--- src/design/assert_macros.svh ---
// Assertion macros used by the sound generator top level.
`ifndef ASSERT_MACROS_SVH
`define ASSERT_MACROS_SVH

// Property must hold at every clock outside reset.
`define PSG_ASSERT(lbl, prop, msg) \
  lbl: assert property (@(posedge clk) disable iff (rst) (prop)) else $error(msg);

// Condition must never be true outside reset.
`define PSG_NEVER(lbl, cond, msg) \
  lbl: assert property (@(posedge clk) disable iff (rst) !(cond)) else $error(msg);

`endif

--- src/design/psg_pkg.sv ---
// Types, constants and the level table of the sound generator.
`default_nettype none
package psg_pkg;

  localparam int CountW = 7;
  localparam int PhaseW = 32;
  localparam int PeriodW = 28;
  localparam int AccW = 34;
  localparam int ProdW = 49;
  localparam int SumW = 51;
  localparam int LeftW = 18;

  localparam logic [15:0] STEP_RESET = 16'd12918;
  localparam logic [PhaseW-1:0] STEP_ONE = 32'h0001_0000;
  localparam logic [14:0] OUT_MAX = 15'h7fff;
  localparam logic [SumW-1:0] SUM_MAX = 51'h7fff_0000;
  localparam logic [16:0] FB_WHITE = 17'h14002;
  localparam logic [16:0] FB_PERIODIC = 17'h08000;
  localparam logic [16:0] SHIFT_PRESET = 17'h00f35;
  localparam logic [PeriodW-1:0] MIN_PERIOD = 28'h3fe;
  localparam logic [3:0] ATT_SILENT = 4'hf;
  localparam logic [2:0] REG_TONE0 = 3'd0;
  localparam logic [2:0] REG_TONE1 = 3'd2;
  localparam logic [2:0] REG_TONE2 = 3'd4;
  localparam logic [2:0] REG_NOISE = 3'd6;
  localparam logic [1:0] NOISE_LINKED = 2'd3;

  typedef struct packed {
    logic              load;
    logic              wr_regs;
    logic              wr_period;
    logic              ffwd;
    logic              t_init;
    logic              t_loop;
    logic              t_fin;
    logic              n_init;
    logic              n_step;
    logic              mul;
    logic              acc;
    logic              emit;
    logic              last;
    logic [1:0]        ch;
    logic [CountW-1:0] ff_n;
  } psg_cmd_t;

  typedef struct packed {
    logic tone_exit;
    logic noise_done;
    logic out_free;
  } psg_status_t;

  function automatic logic [13:0] volume_level(input logic [3:0] a);
    logic [13:0] v;
    case (a)
      4'd0:  v = 14'd10922;
      4'd1:  v = 14'd8877;
      4'd2:  v = 14'd7051;
      4'd3:  v = 14'd5601;
      4'd4:  v = 14'd4449;
      4'd5:  v = 14'd3534;
      4'd6:  v = 14'd2807;
      4'd7:  v = 14'd2229;
      4'd8:  v = 14'd1771;
      4'd9:  v = 14'd1407;
      4'd10: v = 14'd1117;
      4'd11: v = 14'd887;
      4'd12: v = 14'd705;
      4'd13: v = 14'd560;
      4'd14: v = 14'd444;
      default: v = 14'd0;
    endcase
    return v;
  endfunction

endpackage
`default_nettype wire

--- src/design/psg_if.sv ---
// Request and sample channel interfaces.
`default_nettype none
interface psg_cmd_if;
  logic       valid;
  logic       ready;
  logic       op;
  logic [7:0] write_byte;
  logic [6:0] sample_count;
  modport source (output valid, op, write_byte, sample_count, input ready);
  modport sink (input valid, op, write_byte, sample_count, output ready);
endinterface

interface psg_smp_if;
  logic        valid;
  logic        ready;
  logic [14:0] sample;
  logic        last_sample;
  modport source (output valid, sample, last_sample, input ready);
  modport sink (input valid, sample, last_sample, output ready);
endinterface
`default_nettype wire

--- src/design/psg_ctrl.sv ---
// Sequencer for register writes and sample generation.
`default_nettype none
module psg_ctrl
  import psg_pkg::*;
#(
  parameter int MAX_BATCH = 64
) (
  input  wire logic        clk,
  input  wire logic        rst,
  input  wire logic        req_valid,
  input  wire logic        req_op,
  input  wire logic [6:0]  req_count,
  output logic             req_ready,
  input  wire psg_status_t st,
  output psg_cmd_t         cmd
);

  typedef enum logic [3:0] {
    IDLE, WR1, WR2, FFWD, T_INIT, T_LOOP, T_FIN, N_INIT, N_STEP, MUL, ACC, EMIT
  } state_t;

  state_t state;
  logic [1:0] ch;
  logic [CountW-1:0] total;
  logic [CountW-1:0] done_cnt;
  logic [CountW-1:0] sat_count;
  logic accept;

  assign req_ready = (state == IDLE);
  assign accept = req_valid && req_ready;
  assign sat_count = (req_count > CountW'(MAX_BATCH)) ? CountW'(MAX_BATCH) : req_count;

  always_comb begin
    cmd = '0;
    cmd.ch = ch;
    cmd.ff_n = total;
    cmd.last = (done_cnt + CountW'(1) == total);
    cmd.load = accept;
    unique case (state)
      WR1:    cmd.wr_regs = 1'b1;
      WR2:    cmd.wr_period = 1'b1;
      FFWD:   cmd.ffwd = 1'b1;
      T_INIT: cmd.t_init = 1'b1;
      T_LOOP: cmd.t_loop = 1'b1;
      T_FIN:  cmd.t_fin = 1'b1;
      N_INIT: cmd.n_init = 1'b1;
      N_STEP: cmd.n_step = 1'b1;
      MUL:    cmd.mul = 1'b1;
      ACC:    cmd.acc = 1'b1;
      EMIT:   cmd.emit = st.out_free;
      default: ;
    endcase
  end

  always_ff @(posedge clk) begin
    if (rst) begin
      state <= IDLE;
      ch <= '0;
      total <= '0;
      done_cnt <= '0;
    end else begin
      unique case (state)
        IDLE: begin
          if (accept) begin
            ch <= '0;
            done_cnt <= '0;
            total <= sat_count;
            if (!req_op) state <= WR1;
            else if (sat_count != '0) state <= FFWD;
          end
        end
        WR1: state <= WR2;
        WR2: state <= IDLE;
        FFWD: begin
          ch <= ch + 2'd1;
          if (ch == 2'd3) state <= T_INIT;
        end
        T_INIT: state <= T_LOOP;
        T_LOOP: if (st.tone_exit) state <= T_FIN;
        T_FIN: state <= MUL;
        N_INIT: state <= N_STEP;
        N_STEP: if (st.noise_done) state <= MUL;
        MUL: state <= ACC;
        ACC: begin
          if (ch == 2'd3) begin
            state <= EMIT;
          end else begin
            ch <= ch + 2'd1;
            state <= (ch == 2'd2) ? N_INIT : T_INIT;
          end
        end
        EMIT: begin
          if (st.out_free) begin
            ch <= '0;
            if (cmd.last) begin
              state <= IDLE;
            end else begin
              done_cnt <= done_cnt + CountW'(1);
              state <= T_INIT;
            end
          end
        end
        default: state <= IDLE;
      endcase
    end
  end

endmodule
`default_nettype wire

--- src/design/psg_datapath.sv ---
// Channel registers, tone and noise step logic, mixer and output register.
`default_nettype none
module psg_datapath
  import psg_pkg::*;
(
  input  wire logic        clk,
  input  wire logic        rst,
  input  wire psg_cmd_t    cmd,
  input  wire logic [7:0]  req_byte,
  input  wire logic [15:0] update_step,
  input  wire logic        out_ready,
  output psg_status_t      st,
  output logic             out_valid,
  output logic [14:0]      out_sample,
  output logic             out_last
);

  logic [9:0]               treg [8];
  logic [2:0]               latched;
  logic [PeriodW-1:0]       hp [4];
  logic signed [PhaseW-1:0] ph [4];
  logic [3:0]               att [4];
  logic [3:0]               lvl;
  logic [16:0]              shifter;
  logic                     white;
  logic [7:0]               byte_r;
  logic signed [AccW-1:0]   acc;
  logic signed [LeftW-1:0]  left;
  logic signed [ProdW-1:0]  prod;
  logic signed [SumW-1:0]   sum;

  logic signed [PhaseW-1:0] ph_c, p_c, ph_a, ph_b, ffv, ev, ph1, left_w, hp3_w;
  logic [2:0]               wr_r;
  logic [25:0]              tone_prod;
  logic [PeriodW-1:0]       tone_p, noise_p;
  logic [16:0]              sh_next;
  logic                     n_event, lvl_f;
  logic signed [LeftW-1:0]  left_next;

  assign ph_c = ph[cmd.ch];
  assign p_c = $signed({{(PhaseW-PeriodW){1'b0}}, hp[cmd.ch]});
  assign ph_a = ph_c + p_c;
  assign ph_b = ph_a + p_c;
  assign ffv = $signed({{(PhaseW-CountW-16){1'b0}}, cmd.ff_n, 16'b0});
  assign hp3_w = $signed({{(PhaseW-PeriodW){1'b0}}, hp[3]});

  assign left_w = PhaseW'(left);
  assign ev = (ph_c < left_w) ? ph_c : left_w;
  assign ph1 = ph_c - ev;
  assign n_event = (ph1 <= 0);
  assign sh_next = (shifter[0] ? (shifter ^ (white ? FB_WHITE : FB_PERIODIC)) : shifter) >> 1;
  assign lvl_f = n_event ? sh_next[0] : lvl[3];
  assign left_next = left - ev[LeftW-1:0];

  assign wr_r = latched;
  assign tone_prod = update_step * treg[wr_r];
  assign tone_p = (tone_prod == '0) ? MIN_PERIOD : PeriodW'(tone_prod);
  always_comb begin
    noise_p = PeriodW'({update_step, 5'b0}) << treg[REG_NOISE][1:0];
    if (noise_p == '0) noise_p = MIN_PERIOD;
  end

  assign st.tone_exit = (ph_c > 0) || (ph_a > 0);
  assign st.noise_done = (left_next <= 0);
  assign st.out_free = !out_valid || out_ready;

  always_ff @(posedge clk) begin
    if (rst) begin
      for (int i = 0; i < 8; i++) treg[i] <= (i % 2 == 1) ? 10'h00f : 10'h000;
      for (int i = 0; i < 4; i++) begin
        hp[i] <= PeriodW'(STEP_RESET);
        ph[i] <= PhaseW'(STEP_RESET);
        att[i] <= ATT_SILENT;
      end
      latched <= '0;
      lvl <= {SHIFT_PRESET[0], 3'b000};
      shifter <= SHIFT_PRESET;
      white <= 1'b0;
      out_valid <= 1'b0;
    end else begin
      if (cmd.emit) begin
        out_valid <= 1'b1;
      end else if (out_valid && out_ready) begin
        out_valid <= 1'b0;
      end
      if (cmd.wr_regs) begin
        if (byte_r[7]) begin
          latched <= byte_r[6:4];
          treg[byte_r[6:4]] <= {treg[byte_r[6:4]][9:4], byte_r[3:0]};
          if (byte_r[4]) att[byte_r[6:5]] <= byte_r[3:0];
          if (byte_r[6:4] == REG_NOISE) white <= byte_r[2];
        end else if (latched == REG_TONE0 || latched == REG_TONE1 || latched == REG_TONE2) begin
          treg[latched] <= {byte_r[5:0], treg[latched][3:0]};
        end
      end
      if (cmd.wr_period) begin
        if (wr_r == REG_TONE0 || wr_r == REG_TONE1 || wr_r == REG_TONE2) begin
          hp[wr_r[2:1]] <= tone_p;
          if (wr_r == REG_TONE2 && treg[REG_NOISE][1:0] == NOISE_LINKED)
            hp[3] <= tone_p << 1;
        end else if (wr_r == REG_NOISE && byte_r[7]) begin
          hp[3] <= (treg[REG_NOISE][1:0] == NOISE_LINKED) ? (hp[2] << 1) : noise_p;
        end
      end
      if (cmd.ffwd && att[cmd.ch] == ATT_SILENT && ph_c <= ffv) ph[cmd.ch] <= ph_c + ffv;
      if (cmd.t_init) ph[cmd.ch] <= ph_c - STEP_ONE;
      if (cmd.t_loop && ph_c <= 0) begin
        if (ph_a > 0) begin
          ph[cmd.ch] <= ph_a;
          lvl[cmd.ch] <= !lvl[cmd.ch];
        end else begin
          ph[cmd.ch] <= ph_b;
        end
      end
      if (cmd.n_step) begin
        ph[3] <= n_event ? (ph1 + hp3_w) : ph1;
        lvl[3] <= lvl_f;
        if (n_event) shifter <= sh_next;
      end
    end
  end

  // datapath registers with no reset
  always_ff @(posedge clk) begin
    if (cmd.load) begin
      byte_r <= req_byte;
      sum <= '0;
    end
    if (cmd.t_init) acc <= lvl[cmd.ch] ? AccW'(ph_c) : '0;
    if (cmd.t_loop && ph_c <= 0) begin
      if (ph_a <= 0 || !lvl[cmd.ch]) acc <= acc + AccW'(p_c);
    end
    if (cmd.t_fin && lvl[cmd.ch]) acc <= acc - AccW'(ph_c);
    if (cmd.n_init) begin
      acc <= '0;
      left <= LeftW'(STEP_ONE);
    end
    if (cmd.n_step) begin
      left <= left_next;
      acc <= acc + (lvl[3] ? AccW'(ph_c) : AccW'(0)) - (lvl_f ? AccW'(ph1) : AccW'(0));
    end
    if (cmd.mul) prod <= acc * $signed({1'b0, volume_level(att[cmd.ch])});
    if (cmd.acc) sum <= sum + SumW'(prod);
    if (cmd.emit) begin
      out_sample <= (sum < 0 || sum > $signed(SUM_MAX)) ? OUT_MAX : sum[30:16];
      out_last <= cmd.last;
      sum <= '0;
    end
  end

endmodule
`default_nettype wire

--- src/design/psg_tone_noise_generator.sv ---
// Top level: three tones and a noise channel, mixed to 15-bit samples.
// Usage:
//   cmd channel carries one request: op 0 writes write_byte to the tone
//   registers, op 1 asks for sample_count samples (saturated to MAX_BATCH,
//   zero gives nothing). smp channel returns one sample per handshake,
//   last_sample marks the final one of a request.
//   update_step sits at APB address 0; write it only while the block is idle.
// Sequence:
//   a register write passes through the WR1 and WR2 states before the
//   next request is taken. A generate request first fast-forwards the
//   silent channels in FFWD, then per sample runs each tone through
//   T_INIT, T_LOOP and T_FIN, the noise through N_INIT and N_STEP, each
//   channel then through MUL and ACC, and loads the output register in
//   EMIT; the T_LOOP and N_STEP loops set how long a sample takes.
// A new request is taken only after the last sample is loaded into the
// output register. If the receiver stalls, the next sample waits in the
// sequencer until the output register frees up.
// Reset: period registers 0, all channels silent, noise shifter preset, step 12918.
`default_nettype none
module psg_tone_noise_generator
  import psg_pkg::*;
#(
  parameter int MAX_BATCH = 64
) (
  input  wire logic        clk,
  input  wire logic        rst,
  psg_cmd_if.sink          cmd,
  psg_smp_if.source        smp,
  input  wire logic        psel,
  input  wire logic        penable,
  input  wire logic        pwrite,
  input  wire logic        paddr,
  input  wire logic [31:0] pwdata,
  output logic [31:0]      prdata,
  output logic             pready
);

  `include "assert_macros.svh"

  logic [15:0] update_step;
  psg_cmd_t    ctl_cmd;
  psg_status_t ctl_st;

  assign pready = 1'b1;
  assign prdata = (paddr == 1'b0) ? {16'b0, update_step} : 32'b0;

  always_ff @(posedge clk) begin
    if (rst) begin
      update_step <= STEP_RESET;
    end else if (psel && penable && pwrite && paddr == 1'b0) begin
      update_step <= pwdata[15:0];
    end
  end

  psg_ctrl #(.MAX_BATCH(MAX_BATCH)) u_ctrl (
    .clk       (clk),
    .rst       (rst),
    .req_valid (cmd.valid),
    .req_op    (cmd.op),
    .req_count (cmd.sample_count),
    .req_ready (cmd.ready),
    .st        (ctl_st),
    .cmd       (ctl_cmd)
  );

  psg_datapath u_dp (
    .clk         (clk),
    .rst         (rst),
    .cmd         (ctl_cmd),
    .req_byte    (cmd.write_byte),
    .update_step (update_step),
    .out_ready   (smp.ready),
    .st          (ctl_st),
    .out_valid   (smp.valid),
    .out_sample  (smp.sample),
    .out_last    (smp.last_sample)
  );

  `PSG_ASSERT(a_write_busy, cmd.valid && cmd.ready && !cmd.op |=> !cmd.ready, "write not held")
  `PSG_NEVER(a_idle_emit, cmd.ready && ctl_cmd.emit, "sample emitted while idle")
  `PSG_ASSERT(a_emit_free, ctl_cmd.emit |-> ctl_st.out_free, "output register overrun")

endmodule
`default_nettype wire

--- src/flat_wrapper.sv ---
// flat-port wrapper written by rule: the top's interface ports become plain ports
module psg_tone_noise_generator_flat import psg_pkg::*;
#(
  parameter int MAX_BATCH = 64
)
  (clk, rst, psel, penable, pwrite, paddr, pwdata, prdata, pready, cmd_valid, cmd_op, cmd_write_byte, cmd_sample_count, cmd_ready, smp_valid, smp_sample, smp_last_sample, smp_ready);
  psg_cmd_if cmd_i ();
  psg_smp_if smp_i ();
  input  wire logic clk;
  input  wire logic rst;
  input  wire logic psel;
  input  wire logic penable;
  input  wire logic pwrite;
  input  wire logic paddr;
  input  wire logic [31:0] pwdata;
  output logic [31:0] prdata;
  output logic pready;
  input wire logic [$bits(cmd_i.valid)-1:0] cmd_valid;
  input wire logic [$bits(cmd_i.op)-1:0] cmd_op;
  input wire logic [$bits(cmd_i.write_byte)-1:0] cmd_write_byte;
  input wire logic [$bits(cmd_i.sample_count)-1:0] cmd_sample_count;
  output wire logic [$bits(cmd_i.ready)-1:0] cmd_ready;
  output wire logic [$bits(smp_i.valid)-1:0] smp_valid;
  output wire logic [$bits(smp_i.sample)-1:0] smp_sample;
  output wire logic [$bits(smp_i.last_sample)-1:0] smp_last_sample;
  input wire logic [$bits(smp_i.ready)-1:0] smp_ready;
  assign cmd_i.valid = cmd_valid;
  assign cmd_i.op = cmd_op;
  assign cmd_i.write_byte = cmd_write_byte;
  assign cmd_i.sample_count = cmd_sample_count;
  assign cmd_ready = cmd_i.ready;
  assign smp_valid = smp_i.valid;
  assign smp_sample = smp_i.sample;
  assign smp_last_sample = smp_i.last_sample;
  assign smp_i.ready = smp_ready;
  psg_tone_noise_generator #(.MAX_BATCH(MAX_BATCH)) u_core (.clk(clk), .rst(rst), .cmd(cmd_i), .smp(smp_i), .psel(psel), .penable(penable), .pwrite(pwrite), .paddr(paddr), .pwdata(pwdata), .prdata(prdata), .pready(pready));
endmodule
--- config.mk ---
export PLATFORM = sky130hd
export DESIGN_NAME = psg_tone_noise_generator_flat
export DESIGN_NICKNAME = d
export VERILOG_FILES = /design/src/design/psg_pkg.sv /design/src/design/psg_if.sv /design/src/design/psg_ctrl.sv /design/src/design/psg_datapath.sv /design/src/design/psg_tone_noise_generator.sv /design/src/flat_wrapper.sv
export VERILOG_INCLUDE_DIRS = /design/src /design/src/design
export SDC_FILE = /design/constraint.sdc
export NUM_CORES = 2
export LEC_CHECK = 0
export BUFFER_PORTS_ARGS = -buffer_cell sky130_fd_sc_hd__buf_4
export CAP_MARGIN = 20
export CORE_ASPECT_RATIO = 1.4
export CORE_MARGIN = 5
export CORE_UTILIZATION = 38
export DETAILED_ROUTE_END_ITERATION = 12
export GPL_ROUTABILITY_DRIVEN = 0
export PLACE_DENSITY = 0.6
export SKIP_LAST_GASP = 1
export SYNTH_ARGS = -nofsm -noshare
export SYNTH_HDL_FRONTEND = slang
export SYNTH_SLANG_ARGS = --single-unit
--- constraint.sdc ---
create_clock -name clk -period 14.8 [get_ports clk]
set_clock_uncertainty 0.1 [all_clocks]
set_input_delay 2.96 -clock clk [delete_from_list [all_inputs] [get_ports clk]]
set_output_delay 2.96 -clock clk [all_outputs]
set_load 0.005 [all_outputs]
== After elaboration in Yosys (flattened, before gate mapping) ==
Memory sizes are Yosys's and may differ from the RTL's. A register that Yosys moved wholly into a read port is not among the register bits.
Index checks and enable logic that the tools add are counted.
Cells by class
  add/sub/neg operators: 14
  multipliers: 2
  order comparisons: 13
  eq/ne operators: 29
  shift operators: 1
  multiplexer cells: 139
  bitwise gates (word level): 8
  reduce and logical (&&, ||, !) cells: 47
Operators by type and width (number)
  two-way mux 34 bit: 9
  two-way mux 32 bit: 7
  two-way mux 28 bit: 5
  two-way mux 51 bit: 2
  adder 32 x 29 -> 32 bit: 3
  less-or-equal comparator 32 x 1 -> 1 bit, second input constant: 3
  two-way mux 1 bit: 66
  > comparator 32 x 1 -> 1 bit, second input constant: 2
  adder 51 x 49 -> 51 bit: 1
  > comparator 51 x 32 -> 1 bit, second input constant: 1
  < comparator 51 x 1 -> 1 bit, second input constant: 1
  multiplier 34 x 15 -> 49 bit: 1
  two-way mux 4 bit: 11
  case mux 4 bit (11 select lines): 1
  two-way mux 18 bit: 2
  adder 34 x 29 -> 34 bit: 1
  adder 34 bit: 1
  two-way mux 17 bit: 2
  subtractor 34 x 32 -> 34 bit: 1
  subtractor 34 bit: 1
  adder 32 x 24 -> 32 bit: 1
  less-or-equal comparator 32 x 24 -> 1 bit: 1
  < comparator 32 x 18 -> 1 bit: 1
  OR reduction 32 bit: 1
  55 further kinds: 128
Word-level totals
  register bits: 237
  RAM bits: 336
  memory bits (read-only): 224
  input port bits: 56
  output and inout port bits: 51
  word-level logic and storage cells: 276
  memories: 5
Memory list
  (no name shown): words 16, bits a word 14, read ports 1, clocked after memory_dff 0, wr ports 0, line psg_pkg.sv:54  | case (a)
  u_core.u_dp.ph: words 4, bits a word 32, read ports 1, clocked after memory_dff 1, wr ports 4, line psg_datapath.sv:21  | logic signed [PhaseW-1:0] ph [4];
  u_core.u_dp.hp: words 4, bits a word 28, read ports 3, clocked after memory_dff 1, wr ports 4, line psg_datapath.sv:20  | logic [PeriodW-1:0] hp [4];
  u_core.u_dp.treg: words 8, bits a word 10, read ports 2, clocked after memory_dff 1, wr ports 8, line psg_datapath.sv:18  | logic [9:0] treg [8];
  u_core.u_dp.att: words 4, bits a word 4, read ports 1, clocked after memory_dff 1, wr ports 4, line psg_datapath.sv:22  | logic [3:0] att [4];

== Depth between registers and ports, before layout ==
  depth after elaboration: 12
  gate-level depth with buffers: 57
  mapped depth without buffers: 45

== Hierarchy ==
A second synthesis with hierarchy kept.
Unflattened totals
  cells, all modules: 7039
  area, all modules: 63896.3 µm²
By module, submodules not included
  psg_datapath: times used 1, cells an instance 6746, area each 61470.2 µm², sequential area each 14864.3 µm²
  psg_ctrl: times used 1, cells an instance 187, area each 1478.9 µm², sequential area each 400.4 µm²
  psg_tone_noise_generator: times used 1, cells an instance 106, area each 947.2 µm², sequential area each 320.3 µm²

== Worst setup path before layout ==
OpenSTA, ideal clock, no wires.
  path type: reg-to-reg
  start point: register (tool-made name)
  end point: register u_core.u_dp.acc[33]
  library setup time: 0.120 ns
  data arrival time: 12.286 ns
  slack: 2.295 ns
  stages on the path, launching flop included: 54
  path buffers: 13
  period minus slack after synthesis: 12.505 ns
  cell sequence: dfxtp_1 buf_6 buf_6 buf_2 buf_2 mux4_2 clkbuf_1 ha_1 clkbuf_1 nand4_1 nor4_1 o41ai_1 a31o_2 clkbuf_1 nand2_1 clkbuf_1 clkbuf_1 clkbuf_1 [18 not listed] buf_2 nor2_1 fa_1 inv_1 ha_1 or3_1 or3_1 a211oi_1 o31ai_1 o41ai_1 o21bai_1 a21o_1 a21o_1 a2111oi_0 nor3_1 xnor3_1 nor2_1 a211o_1
RTL lines
  end signal: assignment: line psg_datapath.sv:129  | if (cmd.t_init) acc <= lvl[cmd.ch] ? AccW'(ph_c) : '0;
  end signal: assignment: line psg_datapath.sv:131  | if (ph_a <= 0 || !lvl[cmd.ch]) acc <= acc + AccW'(p_c);
  end signal: assignment: line psg_datapath.sv:133  | if (cmd.t_fin && lvl[cmd.ch]) acc <= acc - AccW'(ph_c);
  end: declaration: line psg_datapath.sv:27  | logic signed [AccW-1:0] acc;

==> impl_metrics.sql <==
INSERT INTO impl_metrics (metric_group, metric, value, unit) VALUES
('die', 'floorplan.die.height', '496.6', 'um'),
('cells_and_area', 'layout.core_utilization', '0.4154', ''),
('routing', 'route.detailed.wl_per_inst', '21.63', 'um'),
('routing', 'drt_first_pass_iters', '8', ''),
('placement', 'place_inst', '9190', ''),
('logic_synthesis', 'synth_sequential_area_ratio', '0.2431', ''),
('clock_tree', 'postCtsSetupRepairBufs', '0', ''),
('clock_tree', 'clock_pin_slew_worst_setup_and_hold_paths', '0.06', 'ns'),
('placement', 'port_buffers', '73', ''),
('critical_path', 'critical_path_class', 'register to register', ''),
('logic_synthesis', 'post_synth.cell_area_avg', '9.095', 'sq um'),
('routing', 'viasPerCell', '5.669', ''),
('run', 'cap_viol_max_count', '0', ''),
('global_routing', 'global_route.overflow_total', '0', ''),
('logic_synthesis', 'synth-compound-area-share', '0.1434', ''),
('die', 'die_width', '357.6', 'um'),
('die', 'die_area', '0.1776', 'sq mm'),
('clock_tree', 'clock_path_buffers', '3', ''),
('logic_synthesis', 'synth_simple_gate_area_share', '0.1793', ''),
('logic_synthesis', 'post_synth_instance_area', '0.06428', 'sq mm'),
('critical_path', 'worst-r2r-cell-count', '47', ''),
('logic_synthesis', 'yosys-top-cells-area', 'sky130_fd_sc_hd__edfxtp_1 (20%), sky130_fd_sc_hd__fa_1 (18%), sky130_fd_sc_hd__ha_1 (9.3%)', ''),
('logic_synthesis', 'synthMostInstantiatedCell', 'sky130_fd_sc_hd__inv_1', ''),
('critical_path', 'crit_fanout', '32', ''),
('critical_path', 'cpMostUsedCell', 'sky130_fd_sc_hd__ha_1', ''),
('cells_and_area', 'drive_gt1_frac', '0.07072', ''),
('logic_synthesis', 'yosys.area.top_type_share', '0.1957', ''),
('sta', 'setup_total_negative_slack', '0', 'ns'),
('power_and_ir_drop', 'power_per_cell_area', '174.2', 'mW/mm^2'),
('logic_synthesis', 'post_synth_most_frequent_cells', 'sky130_fd_sc_hd__inv_1 (796), sky130_fd_sc_hd__nand2_1 (690), sky130_fd_sc_hd__nor2_1 (587)', ''),
('die', 'placementRows', '178', ''),
('routing', 'drt_wl_total', '201600', 'um'),
('worst_hold_path', 'holdPathEnd', 'u_core.u_dp.shifter[9]', ''),
('sta', 'grt_setup_unrepaired', 'no', ''),
('global_routing', 'initial_antenna_violation_count', '2', ''),
('run_status', 'run_status', 'completed', ''),
('worst_hold_path', 'hold_path.startpoint', 'u_core.u_dp.shifter[10]', ''),
('critical_path', 'end_kind', 'register', ''),
('critical_path', 'cp_data_arrival_time', '14.26', 'ns'),
('power_and_ir_drop', 'leakagePower', '29.78', 'nW'),
('critical_path', 'path_buf_inv', '6', ''),
('routing', 'remaining_drc_errors', '0', ''),
('critical_path', 'cpPeakStageDelay', '1.01', 'ns'),
('worst_hold_path', 'worst_hold_path_type', 'register to register', ''),
('clock_tree', 'cts.htree.levels', '3', ''),
('logic_synthesis', 'synth-edff-count', '419', ''),
('critical_path', 'slowest_stage', 'sky130_fd_sc_hd__dfxtp_2', ''),
('sta', 'timing.slew.headroom', '0.2198', ''),
('critical_path', 'worst_setup_path_start_kind', 'register', ''),
('global_routing', 'maximum_number_of_pins_on_one_net_before_global_route_repair', '64', ''),
('die', 'floorplan.io_pins', '107', ''),
('power_and_ir_drop', 'peakVddDrop', '0.2080', 'mV'),
('sta', 'fmax', '72.37', 'MHz'),
('logic_synthesis', 'muxShareOfSynthArea', '0.04275', ''),
('logic_synthesis', 'ys_ff_latch', '571', ''),
('global_routing', 'number_of_global_route_vias_before_repair', '55240', ''),
('logic_synthesis', 'dominant_combinational_cell_family_by_area_after_synthesis', 'adder cells', ''),
('die', 'initial_utilization', '0.3823', ''),
('die', 'core_region_area', '0.1681', 'sq mm'),
('clock_tree', 'holdBufCountCts', '0', ''),
('cells_and_area', 'final_cell_count_no_fill', '9321', ''),
('clock_tree', 'cts-resized-gates', '0', ''),
('logic_synthesis', 'postSynthCellCount', '7067', ''),
('clock_tree', 'cts_buf_count', '70', ''),
('global_routing', 'globalRouteTotalUtil', '0.2245', ''),
('sta', 'final.period_utilization', '0.9336', ''),
('critical_path', 'worstReg2RegEnd', 'u_core.u_dp.acc[32]', ''),
('routing', 'drtIter0Drc', '3494', ''),
('routing', 'route.vias.total', '52840', ''),
('logic_synthesis', 'synth_adder_area_share', '0.2750', ''),
('clock_tree', 'cts_num_sinks', '571', '');
-- kinds of logic (layout without fill, tap and decap cells) --
group                      after synthesis  after routing
and+or+nand+nor                       2388           2388
AOI/OAI and AO/OA                     1389           1389
buffers and inverters                 1146           1103
adders and majority gates             1063           1063
DFF                                    571            571
xor gates and xnor gates               339            339
muxes                                  169            169
other                                    2             49
-- state kept, by name, summed over array words and instances (netlist names), 15 cells and up, named ones only --
signal and flops:
u_core.u_dp.ph 128, u_core.u_dp.hp 105, u_core.u_dp.treg 80, u_core.u_dp.sum 51, u_core.u_dp.prod 49, u_core.u_dp.acc 34, u_core.u_dp.left 18, u_core.u_dp.att 16
u_core.u_dp.shifter 16, u_core.update_step 16, u_core.u_dp.out_sample 15
-- cell type report --
cell class / instances / area [sq um]
diodes: 1 / 2.502
clock buffers: 88 / 1881
clock inverters: 41 / 606.8
fillers: 16460 / 98310
inverters: 802 / 3010
multi-input cells: 5396 / 44580
flip-flops and latches: 571 / 15630
well taps: 2250 / 2815
repair buffers: 172 / 1315
-- where the power goes --
part,total (mW),internal [mW],switching (mW)
registers,2.17,1.88,0.283
clock network,1.87,1.08,0.792
logic,8.13,3.10,5.03
total,12.2,6.06,6.11
-- metal layers --
| layer | up-vias | share of wire | GRT usage |
|---|---|---|---|
| li1 | 24160 | - | - |
| met1 | 26210 | 0.37 | 0.2515 |
| met2 | 1906 | 0.51 | 0.4087 |
| met3 | 566 | 0.057 | 0.02902 |
| met4 | 0 | 0.066 | 0.1303 |
| met5 | - | 0 | 0 |
-- placed cells by master (no fill, tap or decap), types with 181 or more instances in the layout --
master                     Yosys  routed
sky130_fd_sc_hd__nor2_1      587     582
sky130_fd_sc_hd__xnor2_1     233     233
sky130_fd_sc_hd__edfxtp_1    419     419
sky130_fd_sc_hd__inv_1       796     795
sky130_fd_sc_hd__ha_1        476     476
sky130_fd_sc_hd__and2_1      270     270
sky130_fd_sc_hd__o21ai_0     199     198
sky130_fd_sc_hd__a21oi_1     423     414
sky130_fd_sc_hd__nand3_1     181     181
sky130_fd_sc_hd__fa_1        584     584
sky130_fd_sc_hd__nand2_1     690     688
-- stage by stage --
stage	total power, mW	setup WS, ns	cell area [sq um]
3_3_place_gp	10.02	1.329	67330
2_1_floorplan	8.130	2.295	64450
6_report	12.17	0.9829	69840
5_1_grt	13.18	0.6566	69840
4_1_cts	12.14	1.201	69830
3_5_place_dp	10.20	1.286	67340
-- worst max path at each step --
stage	start	end	slack, ns	depth (start not counted)
after detailed placement	register	u_core.u_dp.acc[33]	1.29	45
after floorplan	register	u_core.u_dp.acc[33]	2.29	53
after global placement	register	u_core.u_dp.acc[33]	1.33	45
final	register	u_core.u_dp.acc[32]	0.98	47
after global routing	register	u_core.u_dp.acc[33]	0.66	45
after CTS	register	u_core.u_dp.acc[32]	1.20	47
-- worst reg2reg max path: cells and delay by family, from the launching register on --
family                   cells  cell delay [ns]
flip-flops                   1             1.01
AO/OA/AOI/OAI               18             4.54
adder cells (fa/ha/maj)      6             2.10
AND/OR/NAND/NOR             14             3.92
multiplexers                 2             0.95
buffers and inverters        6             0.83
XOR/XNOR                     1             0.19
Power figures use the tool's default switching activity.
